File: config.mk
export PLATFORM = sky130hd
export DESIGN_NAME = ccl_accum
export DESIGN_NICKNAME = d
export VERILOG_FILES = /design/src/ccl_pkg.sv /design/src/ccl_accum.sv
export SDC_FILE = /design/constraint.sdc
export NUM_CORES = 1
export LEC_CHECK = 0
export BUFFER_PORTS_ARGS = -buffer_cell sky130_fd_sc_hd__clkbuf_2
export CORE_MARGIN = 5
export CORE_UTILIZATION = 40
export CTS_CLUSTER_DIAMETER = 120
export DETAILED_ROUTE_END_ITERATION = 8
export GPL_ROUTABILITY_DRIVEN = 0
export PLACE_DENSITY = 0.85
export SLEW_MARGIN = 15
export SYNTH_ARGS = -nofsm -noshare
export SYNTH_HDL_FRONTEND = slang
export SYNTH_SLANG_ARGS = --single-unit
File: constraint.sdc
create_clock -name clk -period 6.9 [get_ports clk]
set_clock_uncertainty 0.15 [all_clocks]
set_input_delay 0.69 -clock clk [delete_from_list [all_inputs] [get_ports clk]]
set_output_delay 0.69 -clock clk [all_outputs]
set_load 0.03 [all_outputs]
File: src/ccl_pkg.sv
// Shared constants and types for the concept closure engine.
package ccl_pkg;

  // Fixed field widths
  localparam int unsigned ROW_W      = 64;
  localparam int unsigned IDX_W      = 8;
  localparam int unsigned EXT_W      = 9;
  localparam int unsigned OCNT_W     = 9;
  localparam int unsigned ACNT_W     = 7;
  localparam int unsigned CFG_DATA_W = 9;
  localparam int unsigned CFG_IDX_W  = 1;
  // Width for comparing counts and indexes against the object limit (up to 4096)
  localparam int unsigned WIDE_W     = 13;

  // Configuration register indexes
  localparam logic [CFG_IDX_W-1:0] REG_OBJECT_COUNT    = 1'd0;
  localparam logic [CFG_IDX_W-1:0] REG_ATTRIBUTE_COUNT = 1'd1;

  // Commands
  localparam logic CMD_WRITE = 1'b0;
  localparam logic CMD_QUERY = 1'b1;

  // Saturation value of the extent count
  localparam logic [EXT_W-1:0] EXT_MAX = '1;

  // Sequencer states
  typedef enum logic [1:0] {
    ST_IDLE,
    ST_SCAN,
    ST_DONE
  } state_t;

  // Accumulator control from the sequencer
  typedef struct packed {
    logic clear;
    logic step;
  } acc_ctrl_t;

endpackage

File: src/ccl_accum.sv
// Shared scan unit: subset test of the query against one row, intent AND and extent count.
module ccl_accum #(
  parameter int DW = 64
) (
  input  logic                     clk,
  input  ccl_pkg::acc_ctrl_t       ctrl,
  input  logic [DW-1:0]            init_mask,
  input  logic [DW-1:0]            query,
  input  logic [DW-1:0]            row,
  output logic [DW-1:0]            intent,
  output logic [ccl_pkg::EXT_W-1:0] count
);

  logic match;

  // row holds every queried attribute
  assign match = ((query & ~row) == '0);

  // intent starts as all attributes in use, count saturates
  always_ff @(posedge clk) begin
    if (ctrl.clear) begin
      intent <= init_mask;
      count  <= '0;
    end else if (ctrl.step && match) begin
      intent <= intent & row;
      if (count != ccl_pkg::EXT_MAX) begin
        count <= count + 1'b1;
      end
    end
  end

endmodule

Yosys cells after proc, flatten, opt, wreduce, memory -nomap -nowiden
Cells that the tools add are included.

Flip-flop bits (word level): 73. Input bits: 195. Word-level logic and storage cells: 13.

$add $sub $neg: 1. Eq/ne operators: 1. Muxes and demuxes: 2. Bitwise logic cells: 3. Reduce and logical (&&, ||, !) cells: 4.

Operators by type and width (number): $and 64x64->64 (2); $mux 64 (2); $logic_not 64->1 (1); $not 64->64 (1); $add 9x1->9 const B (1); $ne 9x9->1 const B (1); $reduce_and 2->1 (1); $reduce_bool 2->1 (1); $logic_and 1x1->1 (1).

Depth between registers and ports, before layout
Gate-level depths: netlist of run 1.

Depth after elaboration: 6. Mapped depth: 8.

Worst setup path after synthesis of run 1
OpenSTA, ideal clock, no wires.

Path kind: in2reg. Start point: input port query[33]. End point: register intent[0], enable pin. Library setup time: 0.499 ns. Arrival time: 4.334 ns. Required time: 6.251 ns. Slack: 1.917 ns. Stages on the path: 5. Buffers on the path: 0. Path through: or2b_1 -> nand4_1 -> a2111oi_0 -> nand4_1 -> o21bai_1.

Cells in the longest elaborated chain, start to end: 4.

Ends and longest elaborated chain: start, declared (RTL line ccl_accum.sv:8) `input logic [DW-1:0] query,`; $and 64x64->64 (RTL line ccl_accum.sv:17) `assign match = ((query & ~row) == '0);`; $logic_not 64->1 (RTL line ccl_accum.sv:17); $logic_and 1x1->1 (RTL line ccl_accum.sv:24) `end else if (ctrl.step && match) begin`; $reduce_bool 2->1 (no line); end signal, assigned (RTL line ccl_accum.sv:22) `intent <= init_mask;`; end signal, assigned (RTL line ccl_accum.sv:25) `intent <= intent & row;`; end, declared (RTL line ccl_accum.sv:10) `output logic [DW-1:0] intent,`.

No other way between the ends. A chain may end at the register's enable or synchronous reset.

Worst setup path after layout of run 1
Start point: input port query[50]. End point: register count[6] (netlist bit).

Cells in the longest elaborated chain, start to end: 4.

Ends and longest elaborated chain: $and 64x64->64 (RTL line ccl_accum.sv:17); $logic_not 64->1 (RTL line ccl_accum.sv:17); $logic_and 1x1->1 (RTL line ccl_accum.sv:24); $reduce_and 2->1 (no line); end signal, assigned (RTL line ccl_accum.sv:27) `count <= count + 1'b1;`; end, declared (RTL line ccl_accum.sv:11) `output logic [ccl_pkg::EXT_W-1:0] count`.

No other way between the ends.

==> summary.md, run 1 <==
| Metric | Value |
|---|---|
| Post-synthesis sequential area ratio | 53.0% |
| Number of global-route vias before repair | 4302 |
| RSZ-0062 raised after global routing | no |
| Clk buf depth | 2 |
| Clock latency on the worst-skew pair | 0.35 ns |
| # clock sinks | 73 |
| Hold Path Class | register to register |
| Crit-path slowest cell | or4_1 |
| Leakage | 2.63 nW |
| Post-DR vias/cell | 5.23 |
| DR vias | 4392 |
| Post-CTS Setup Bufs | 0 |
| CTS root buf | clkbuf_8 |
| Top cell type's share of synthesized area | 48.5% |
| Drt wl/cell | 18.1 um |
| Total negative slack | 0 ns |
| Slew headroom | 43.1% |
| Minimum clock period | 2.98 ns |
| CP dominant cell by count | or4_1 |
| Detail Placement HPWL | 12500 um |
| Worst setup EP type | register |
| Most common cell after layout, fill and taps aside | clkbuf_2 |
| Least-Margin Pin Slew | 0.853 ns |
| Rows | 36 |
| Achievable Freq | 336 MHz |
| Synth warn | 0 |
| Mapped Cells | 439 |
| Area contributors post-synth | edfxtp_1 (48%), nand2_1 (12%), o21ai_0 (8.7%) |
| Initial DRC Count | 353 |
| Post-synthesis cell type count | 35 |
| Layout area overhead | 41.3% |
| Htree depth | 3 |
| Worst VDD drop | 0.107 mV |
| Fin Hold WS | 0.370 ns |
| #FFs+latches synth | 73 |
| Core area | 0.00973 mm2 |
| Tot GR Track Use | 24.4% |
| Fraction of registers with async set/reset | 0% |
| Most used DFF post-synth | edfxtp_1 |
| CP Launch Type | primary input |
| # setup viols final | 0 |
| Crit path DAT | 3.10 ns |
| Synthesized area per cell | 9.03 um2 |
| N_diodes | 0 |
| Period utilization | 43.1% |
| Crit path kind | primary input to register |
| CTS resizes | 0 |
| Most frequent cells in the layout | clkbuf_2 (266), nand2_1 (131), o21ai_0 (69), edfxtp_1 (64), nand2b_1 (45) |
| Critical path's largest stage delay | 0.62 ns |
| Clk pin slew, worst setup/hold paths | 0.08 ns |
| Die width | 110 um |
| Hold Vio Cnt, Final | 0 |
| Req. time, crit path | 7.02 ns |
| Buffers added on ports | 267 |
| Initial antenna violation count | 0 |
| First-pass GRT wire length | 21700 um |
| Post-Route WL | 15200 um |
| Largest net degree at the start of global routing | 140 |
| Share of cells above drive strength 1 | 40.7% |
| Drt first pass iters | 5 |
| Run status | complete, no violations |
| Post-DRT Antenna Nets | 0 |
| EDFF count, synth | 64 |
| Initial core utilization | 40.8% |
| DRC Markers | 0 |
| CP cell instances | clkbuf_2 -> nor2b_1 -> or4_1 -> nor4_1 -> nand3_1 -> or4_1 -> a21oi_1 |
| Largest area contributor in the netlist | edfxtp_1 |
| Post-CTS Hold Buffers | 0 |
| Total Power | 0.00107 W |
| Io pins | 268 |
| Pwr/cell area | 191 mW/mm2 |
| Final slew viol count | 0 |
| Die area | 0.0120 mm2 |
| Post-placement cell area | 0.00542 mm2 |
| Clock tree from TritonCTS | built |
| Inserted Clock Buffers | 9 |
| Final nets | 898 |
| Die Y | 110 um |
| Post-synthesis instance area | 0.00397 mm2 |
| Syn_nets | 636 |
| Gr ovfl total | 0 |
| Max-Cap Viols | 0 |
| Crit path max fanout | 16 |
| Post-route cell area | 0.00560 mm2 |
## final timing paths
kind,start,endpoint,slack [ns],depth (start not counted)
max,query[50],count[6]$_SDFFE_PP0P_,3.92,7
min,count[5]$_SDFFE_PP0P_,count[5]$_SDFFE_PP0P_,0.37,2
max reg2reg,count[0]$_SDFFE_PP0P_,count[6]$_SDFFE_PP0P_,4.58,7
min reg2reg,count[5]$_SDFFE_PP0P_,count[5]$_SDFFE_PP0P_,0.37,2
## cell families (layout without fill, tap and decap cells)
logic type                 count (synthesis)  in the layout  synth area share, %
AOI/OAI and AO/OA                         91             91                 12.5
adders and majority gates                  2              2                0.631
buffers and inverters                     28            295                 2.84
DFF                                       73             73                 53.0
muxes                                      1              1                0.284
and+or+nand+nor                          244            244                 30.7
## registers in the layout, summed over array words and instances, names as in the netlist
name,count
count,9
intent,64
## cell type report
class                      count  area (um2)
inverter                      11        41.3
multi-input combinational    338        1760
fill                         879        4130
timing repair buffer         268        1350
clock buffer                  16         180
sequential                    73        2100
tap                          133         166
## routing by layer
layer	track usage (%)	part of all wire (%)	up-vias
met5	0	0	-
met4	9.80	2.5	0
met3	5.87	8.6	31
met2	41.5	50	247
met1	29.5	39	2023
li1	-	-	2091
## synthesized netlist by cell type, types with 2 or more instances
cell	number
nand2_1	131
o21ai_0	69
or2b_2	2
nand2b_2	2
o22ai_1	2
edfxtp_1	64
or4_1	7
o31ai_1	5
ha_1	2
nand2b_1	45
clkbuf_1	16
inv_1	11
nor2_1	4
o2111ai_1	4
a21oi_1	8
nand3_1	9
nor4_1	5
nand4_1	19
nor2b_1	7
nor3_1	3
nand4bb_1	2
dfxtp_1	9
## critical path, delay by kind of cell
kind	cells	cell delay [ns]
buffers and inverters	1	0.07
and+or+nand+nor	5	2.18
AOI/OAI and AO/OA	1	0.16
## per-stage QoR
stage / std cells / utilization, % / setup slack (ns)
final: 839 / 57.6 / 3.92
after global routing: 839 / 57.6 / 3.69
after CTS: 839 / 57.5 / 3.92
after detailed placement: 823 / 55.7 / 3.55
after global placement: 823 / 55.7 / 3.68
after floorplan: 439 / - / 1.92
## power by group
group          internal, W  switching (W)
registers         0.000514      0.0000157
logic            0.0000858       0.000143
clock network     0.000161       0.000151
total             0.000761       0.000310
(Power assumes the default switching activity.)
==> inputs of run 2 (changes only) <==
- clock period: 6.9 -> 2.8 ns (I/O delays scaled with it)
==> run 2 against run 1 <==
Sequential cell count stayed put. Largest cell class unchanged. Combinational power grew to 2.5 times the previous value. Hold slack worse by 0.32 ns.
==> summary.md, run 2 (synthesis gave the netlist of run 1 again) <==
| Metric | Value |
|---|---|
| Run status | complete, no violations (unchanged) |
| Crit path DAT | 2.44 ns (was 3.10 ns) |
| DRC Markers | 0 (unchanged) |
| Final slew viol count | 0 (unchanged) |
| Gr ovfl total | 0 (unchanged) |
| CTS root buf | clkbuf_8 (unchanged) |
| Number of global-route vias before repair | 4203 (was 4302) |
| Io pins | 268 (unchanged) |
| Clock tree from TritonCTS | built (unchanged) |
| Fillcell total | 846 (was 879) |
| Initial antenna violation count | 0 (unchanged) |
| Htree depth | 3 (unchanged) |
| Post-DRT Antenna Nets | 0 (unchanged) |
| First-pass GRT wire length | 21000 um (was 21700 um) |
| Most frequent cells in the layout | clkbuf_2 (266), nand2_1 (131), o21ai_0 (69), edfxtp_1 (64), nand2b_1 (45) (unchanged) |
| Die area | 0.0120 mm2 (unchanged) |
| Dpl cells | 829 (was 823) |
| Rows | 36 (unchanged) |
| Worst VDD drop | 0.234 mV (was 0.107 mV) |
| Drt wl/cell | 17.5 um (was 18.1 um) |
| Die Y | 110 um (unchanged) |
| Achievable Freq | 433 MHz |
| DR vias | 4442 (was 4392) |
| Reg-to-reg slack, setup | 0.49 ns (was 4.58 ns) |
| Tot GR Track Use | 23.4% (was 24.4%) |
| Clock latency on the worst-skew pair | 0.34 ns (was 0.35 ns) |
| # clock sinks | 73 (unchanged) |
| Post-DR vias/cell | 5.26 (was 5.23) |
| Crit path max fanout | 14 (was 16) |
| Minimum clock period | 2.31 ns |
| Req. time, crit path | 2.93 ns (was 7.02 ns) |
| CP Launch Type | register (was primary input) |
| Buffers added on ports | 267 (unchanged) |
| Post-Route WL | 14800 um (was 15200 um) |
| Crit path kind | register to register (was primary input to register) |
| N_diodes | 0 (unchanged) |
| Max-Cap Viols | 0 (unchanged) |
| Detail Placement HPWL | 12400 um (was 12500 um) |
| Period utilization | 82.4% |
| Post-placement cell area | 0.00550 mm2 (was 0.00542 mm2) |
| Least-Margin Pin Slew | 0.428 ns (was 0.853 ns) |
| Total negative slack | 0 ns (unchanged) |
| Clk pin slew, worst setup/hold paths | 0.09 ns (was 0.08 ns) |
| Worst setup EP type | register (unchanged) |
| Hold Path Class | primary input to register (was register to register) |
| Top reg by flops | intent (unchanged) |
| Setup WS pre-CTS | 0.116 ns (was 3.55 ns) |
| Post-route cell area | 0.00568 mm2 (was 0.00560 mm2) |
| # setup viols final | 0 (unchanged) |
| Post-CTS Setup Bufs | 0 (unchanged) |
| Core area | 0.00973 mm2 (unchanged) |
| Number of flip-flops under the largest register name | 64 (unchanged) |
| Largest registers | intent x64, count x9 (unchanged) |
| Share of cells above drive strength 1 | 41.4% (was 40.7%) |
| Most common cell after layout, fill and taps aside | clkbuf_2 (unchanged) |
| Slew headroom | 71.2% (was 43.1%) |
| Hold Vio Cnt, Final | 0 (unchanged) |
| Leakage | 2.68 nW (was 2.63 nW) |
| CTS resizes | 0 (unchanged) |
| Initial core utilization | 40.8% (unchanged) |
| Final setup margin | 0.491 ns (was 3.92 ns) |
| Pwr/cell area | 466 mW/mm2 (was 191 mW/mm2) |
| Drt first pass iters | 8 (was 5) |
| Inserted Clock Buffers | 9 (unchanged) |
| Initial DRC Count | 296 (was 353) |
| Final nets | 904 (was 898) |
| Layout area overhead | 43.3% (was 41.3%) |
| Post-CTS Hold Buffers | 0 (unchanged) |
| RSZ-0062 raised after global routing | no (unchanged) |
| Total Power | 0.00265 W (was 0.00107 W) |
| Non-Filler Instances | 845 (was 839) |
| Clk buf depth | 2 (unchanged) |
| Largest net degree at the start of global routing | 51 (was 140) |
| Die width | 110 um (unchanged) |
-- run 2: changes by cell type in the layout (fill, tap and decap cells not counted) --
cell,previous run,this run
clkinv_2,0,2
clkbuf_16,0,1
clkbuf_1,4,2
inv_4,0,1
clkinv_4,0,1
buf_12,0,3
buf_6,1,0
buf_4,1,5
clkbuf_8,12,9
-- run 2: worst max-delay path: stages (launching register included) --
cell and delay, ns:
dfxtp_1 0.36, ha_1 0.26, nand3_1 0.10, nor2_1 0.04, ha_1 0.22, or3_4 0.47, or4_1 0.50, a21oi_1 0.15
-- run 2: power breakdown --
part	switching, W	internal, W	total [W]	leakage [nW]
Sequential	0.0000359	0.00127	0.00130	0.718
Combinational	0.000353	0.000221	0.000574	1.86
Clock	0.000396	0.000376	0.000772	0.0958
-- run 2: per-stage QoR --
stage / hold slack [ns] / util, %
detailed placement: 0.346 / 56.5
CTS: 0.0365 / 58.4
global placement: 0.334 / 56.5
floorplan: 0.317 / -
finish: 0.0474 / 58.4
global route: 0.0504 / 58.4
-- run 2: final timing paths --
path | endpoint | startpoint | cells after the start
setup reg to reg | count[3]$_SDFFE_PP0P_ | count[0]$_SDFFE_PP0P_ | 7
hold reg to reg | count[6]$_SDFFE_PP0P_ | count[6]$_SDFFE_PP0P_ | 2
hold / removal | intent[23]$_DFFE_PP_ | init_mask[23] | 3
setup / recovery | count[3]$_SDFFE_PP0P_ | count[0]$_SDFFE_PP0P_ | 7
-- run 2: layer usage --
layer / GRT usage, % / up-vias / share of wire (%)
met2: 39.5 / 251 / 50
met4: 7.75 / 0 / 1.6
li1: - / 2102 / -
met3: 3.99 / 19 / 8.9
met5: 0 / - / 0
met1: 30.4 / 2070 / 40
-- run 2: area by class of cell --
| cell class | instances | area, um2 | area share (%) |
|---|---|---|---|
| multi-input combinational | 338 | 1760 | 31.0 |
| timing repair buffer | 274 | 1430 | 25.1 |
| clock buffer | 12 | 156 | 2.75 |
| clock inverter | 4 | 25.0 | 0.440 |
| tap | 133 | 166 | 2.93 |
| inverter | 11 | 41.3 | 0.727 |
| sequential | 73 | 2100 | 37.0 |
==> inputs of run 3 (changes only) <==
- ABC_AREA: not set -> 1
- PLACE_DENSITY: 0.85 -> 0.84
- clock period: 2.8 -> 2.4 ns (I/O delays scaled with it)
==> run 3 against run 2 <==
Design area is 4.0% higher. Synthesized cell count is 31% higher. Hold slack worse by 0.028 ns. Sequential share of layout area is 1.4 points lower. Via count is 6.5% higher. First-iteration DRC count is 21% lower. Critical path type unchanged. Largest power group unchanged.
==> summary.md, run 3 <==
| Metric | Value |
|---|---|
| # setup viols final | 0 (unchanged) |
| Mapped Cells | 576 (was 439) |
| Share of cells above drive strength 1 | 36.8% (was 41.4%) |
| Clock latency on the worst-skew pair | 0.33 ns (was 0.34 ns) |
| Post-CTS Setup Bufs | 0 (unchanged) |
| Drt first pass iters | 5 (was 8) |
| Initial DRC Count | 233 (was 296) |
| Inserted Clock Buffers | 9 (unchanged) |
| Gr ovfl total | 0 (unchanged) |
| Post-synthesis instance area | 0.00421 mm2 (was 0.00397 mm2) |
| Largest area contributor in the netlist | edfxtp_1 (unchanged) |
| Least-Margin Pin Slew | 0.669 ns (was 0.428 ns) |
| # clock sinks | 73 (unchanged) |
| Detail Placement HPWL | 12400 um (about the same) |
| Htree depth | 3 (unchanged) |
| N_diodes | 0 (unchanged) |
| Area contributors post-synth | edfxtp_1 (46%), nand2_1 (22%), nand3_1 (9.4%) (was edfxtp_1 (48%), nand2_1 (12%), o21ai_0 (8.7%)) |
| Post-synthesis sequential area ratio | 50.0% (was 53.0%) |
| First-pass GRT wire length | 23100 um (was 21000 um) |
| Total Power | 0.00312 W (was 0.00265 W) |
| Total negative slack | 0 ns (unchanged) |
| Fin Hold WS | 0.0192 ns (was 0.0474 ns) |
| Clk pin slew, worst setup/hold paths | 0.08 ns (was 0.09 ns) |
| Critical path's largest stage delay | 0.39 ns (was 0.50 ns) |
| Top cell type's share of synthesized area | 45.7% (was 48.5%) |
| Crit path max fanout | 10 (was 14) |
| Non-Filler Instances | 984 (was 845) |
| Worst setup EP type | register (unchanged) |
| Achievable Freq | 462 MHz (was 433 MHz) |
| Leakage | 3.38 nW (was 2.68 nW) |
| Most common cell after layout, fill and taps aside | clkbuf_2 (unchanged) |
| Post-CTS Hold Buffers | 0 (unchanged) |
| Hold Path Class | primary input to register (unchanged) |
| RSZ-0062 raised after global routing | no (unchanged) |
| Number of global-route vias before repair | 4590 (was 4203) |
| Most used DFF post-synth | edfxtp_1 (unchanged) |
| Largest net degree at the start of global routing | 65 (was 51) |
| Clock tree from TritonCTS | built (unchanged) |
| CP Launch Type | register (unchanged) |
| Slew headroom | 55.4% (was 71.2%) |
| Crit path kind | register to register (unchanged) |
| Die Y | 113 um (was 110 um) |
| Post-synthesis cell type count | 27 (was 35) |
| Synthesized area per cell | 7.30 um2 (was 9.03 um2) |
| Final nets | 1040 (was 904) |
| Initial antenna violation count | 0 (unchanged) |
| Run status | complete, no violations (unchanged) |
| Clk buf depth | 2 (unchanged) |
| Crit-path slowest cell | dfxtp_1 (was or4_1) |
| Fraction of registers with async set/reset | 0% (unchanged) |
| DRC Markers | 0 (unchanged) |
| Initial core utilization | 40.9% (was 40.8%) |
| Most frequent cells in the layout | clkbuf_2 (267), nand2_1 (244), nand3_1 (79), edfxtp_1 (64), inv_1 (60) (was clkbuf_2 (266), nand2_1 (131), o21ai_0 (69), edfxtp_1 (64), nand2b_1 (45)) |
| Worst VDD drop | 0.316 mV (was 0.234 mV) |
| Final slew viol count | 0 (unchanged) |
| Crit path DAT | 2.25 ns (was 2.44 ns) |
| Layout area overhead | 40.5% (was 43.3%) |
| Drt wl/cell | 15.4 um (was 17.5 um) |
| Post-DR vias/cell | 4.81 (was 5.26) |
| Minimum clock period | 2.17 ns (was 2.31 ns) |
| Buffers added on ports | 267 (unchanged) |
| DR vias | 4729 (was 4442) |
| #FFs+latches synth | 73 (unchanged) |
| Top post-synthesis cells by count | nand2_1 (250), nand3_1 (79), inv_1 (69), edfxtp_1 (64), nor2_1 (47) (was nand2_1 (131), o21ai_0 (69), edfxtp_1 (64), nand2b_1 (45), nand4_1 (19)) |
| Req. time, crit path | 2.48 ns (was 2.93 ns) |
| CP cell instances | ha_1 -> nand3_1 -> nor2_1 -> and3_1 -> ha_1 -> clkinv_1 -> a21oi_1 -> nor2_1 (was ha_1 -> nand3_1 -> nor2_1 -> ha_1 -> or3_4 -> or4_1 -> a21oi_1) |
| Period utilization | 90.2% (was 82.4%) |
| Fillcell total | 1001 (was 846) |
| Hold Vio Cnt, Final | 0 (unchanged) |
| Rows | 37 (was 36) |
| Top reg by flops | intent (unchanged) |
| Post-Route WL | 15100 um (was 14800 um) |
| Die area | 0.0127 mm2 (was 0.0120 mm2) |
| Synth warn | 0 (unchanged) |
| Largest registers | intent x64, count x9 (unchanged) |
| Number of flip-flops under the largest register name | 64 (unchanged) |
| Max-Cap Viols | 0 (unchanged) |
| Most numerous cell in the Yosys netlist | nand2_1 (unchanged) |
| Syn_nets | 773 (was 636) |
| Die width | 113 um (was 110 um) |
| Pwr/cell area | 527 mW/mm2 (was 466 mW/mm2) |
| Dpl cells | 968 (was 829) |
| Core area | 0.0103 mm2 (was 0.00973 mm2) |
| Io pins | 268 (unchanged) |
| CTS resizes | 0 (unchanged) |
| CTS root buf | clkbuf_8 (unchanged) |
| EDFF count, synth | 64 (unchanged) |
| Post-DRT Antenna Nets | 0 (unchanged) |
| Tot GR Track Use | 23.2% (was 23.4%) |
-- run 3: cell count changes in the layout (fill, tap and decap cells not counted), moves of 5 or more --
cell | previous run | this run
nor2_1 | 4 | 47
o31ai_1 | 5 | 0
nand2_2 | 0 | 9
nand2_1 | 131 | 244
nand3_1 | 9 | 79
nand2b_1 | 45 | 0
nor2b_1 | 7 | 0
inv_1 | 11 | 60
nand4_1 | 19 | 8
o21ai_0 | 69 | 0
inv_2 | 0 | 10
or4_1 | 7 | 0
-- run 3: per-stage QoR --
step	utilization, %	worst slack, ns	area (um2)
5_1_grt	57.5	0.00766	5910
4_1_cts	57.5	0.238	5910
3_3_place_gp	55.8	0.279	5730
3_5_place_dp	55.8	0.244	5730
2_1_floorplan	-	-0.0239	4240
6_report	57.5	0.235	5910
-- run 3: cell type report --
cell class | count | area [um2] | share of cell area, %
Clock buffer | 13 | 160 | 2.71
Clock inverter | 3 | 15.0 | 0.254
Inverter | 74 | 290 | 4.91
Multi-Input combinational cell | 413 | 1780 | 30.2
Sequential cell | 73 | 2100 | 35.6
Tap cell | 136 | 170 | 2.88
Timing Repair Buffer | 272 | 1390 | 23.5
-- run 3: worst max-delay path, delay by kind of cell (launching register included) --
kind                       cells  cell delay [ns]
buffers and inverters          1             0.29
and+or+nand+nor                4             0.48
AOI/OAI and AO/OA              1             0.24
DFF                            1             0.39
adders and majority gates      2             0.50
-- run 3: routing by layer --
layer	routed length (um)	track usage (%)	vias up
li1	-	-	2368
met1	5950	28.9	2097
met2	7600	40.0	237
met3	1230	4.53	27
met4	346	8.17	0
met5	0	0	-
-- run 3: logic make-up (layout without fill, tap and decap cells) --
kind of cell | Yosys count | count (layout) | synth area share, %
buf+inv | 90 | 362 | 8.21
fa+ha+maj | 2 | 2 | 0.595
simple gates | 396 | 396 | 39.2
flops | 73 | 73 | 50.0
compound gates | 13 | 13 | 1.55
xor+xnor | 2 | 2 | 0.417
-- run 3: worst paths after layout --
path | startpoint | end | slack (ns) | depth (start not counted)
max reg2reg | count[0]$_SDFFE_PP0P_ | count[6]$_SDFFE_PP0P_ | 0.23 | 8
min | init_mask[39] | intent[39]$_DFFE_PP_ | 0.02 | 3
max | count[0]$_SDFFE_PP0P_ | count[6]$_SDFFE_PP0P_ | 0.23 | 8
min reg2reg | count[8]$_SDFFE_PP0P_ | count[8]$_SDFFE_PP0P_ | 0.38 | 2
-- run 3: power by group --
part,total (W),internal [W],leakage [nW],switching (W)
Clock,0.000892,0.000436,0.0923,0.000457
Sequential,0.00152,0.00148,0.718,0.0000433
Combinational,0.000705,0.000257,2.57,0.000448
Total,0.00312,0.00217,3.38,0.000948
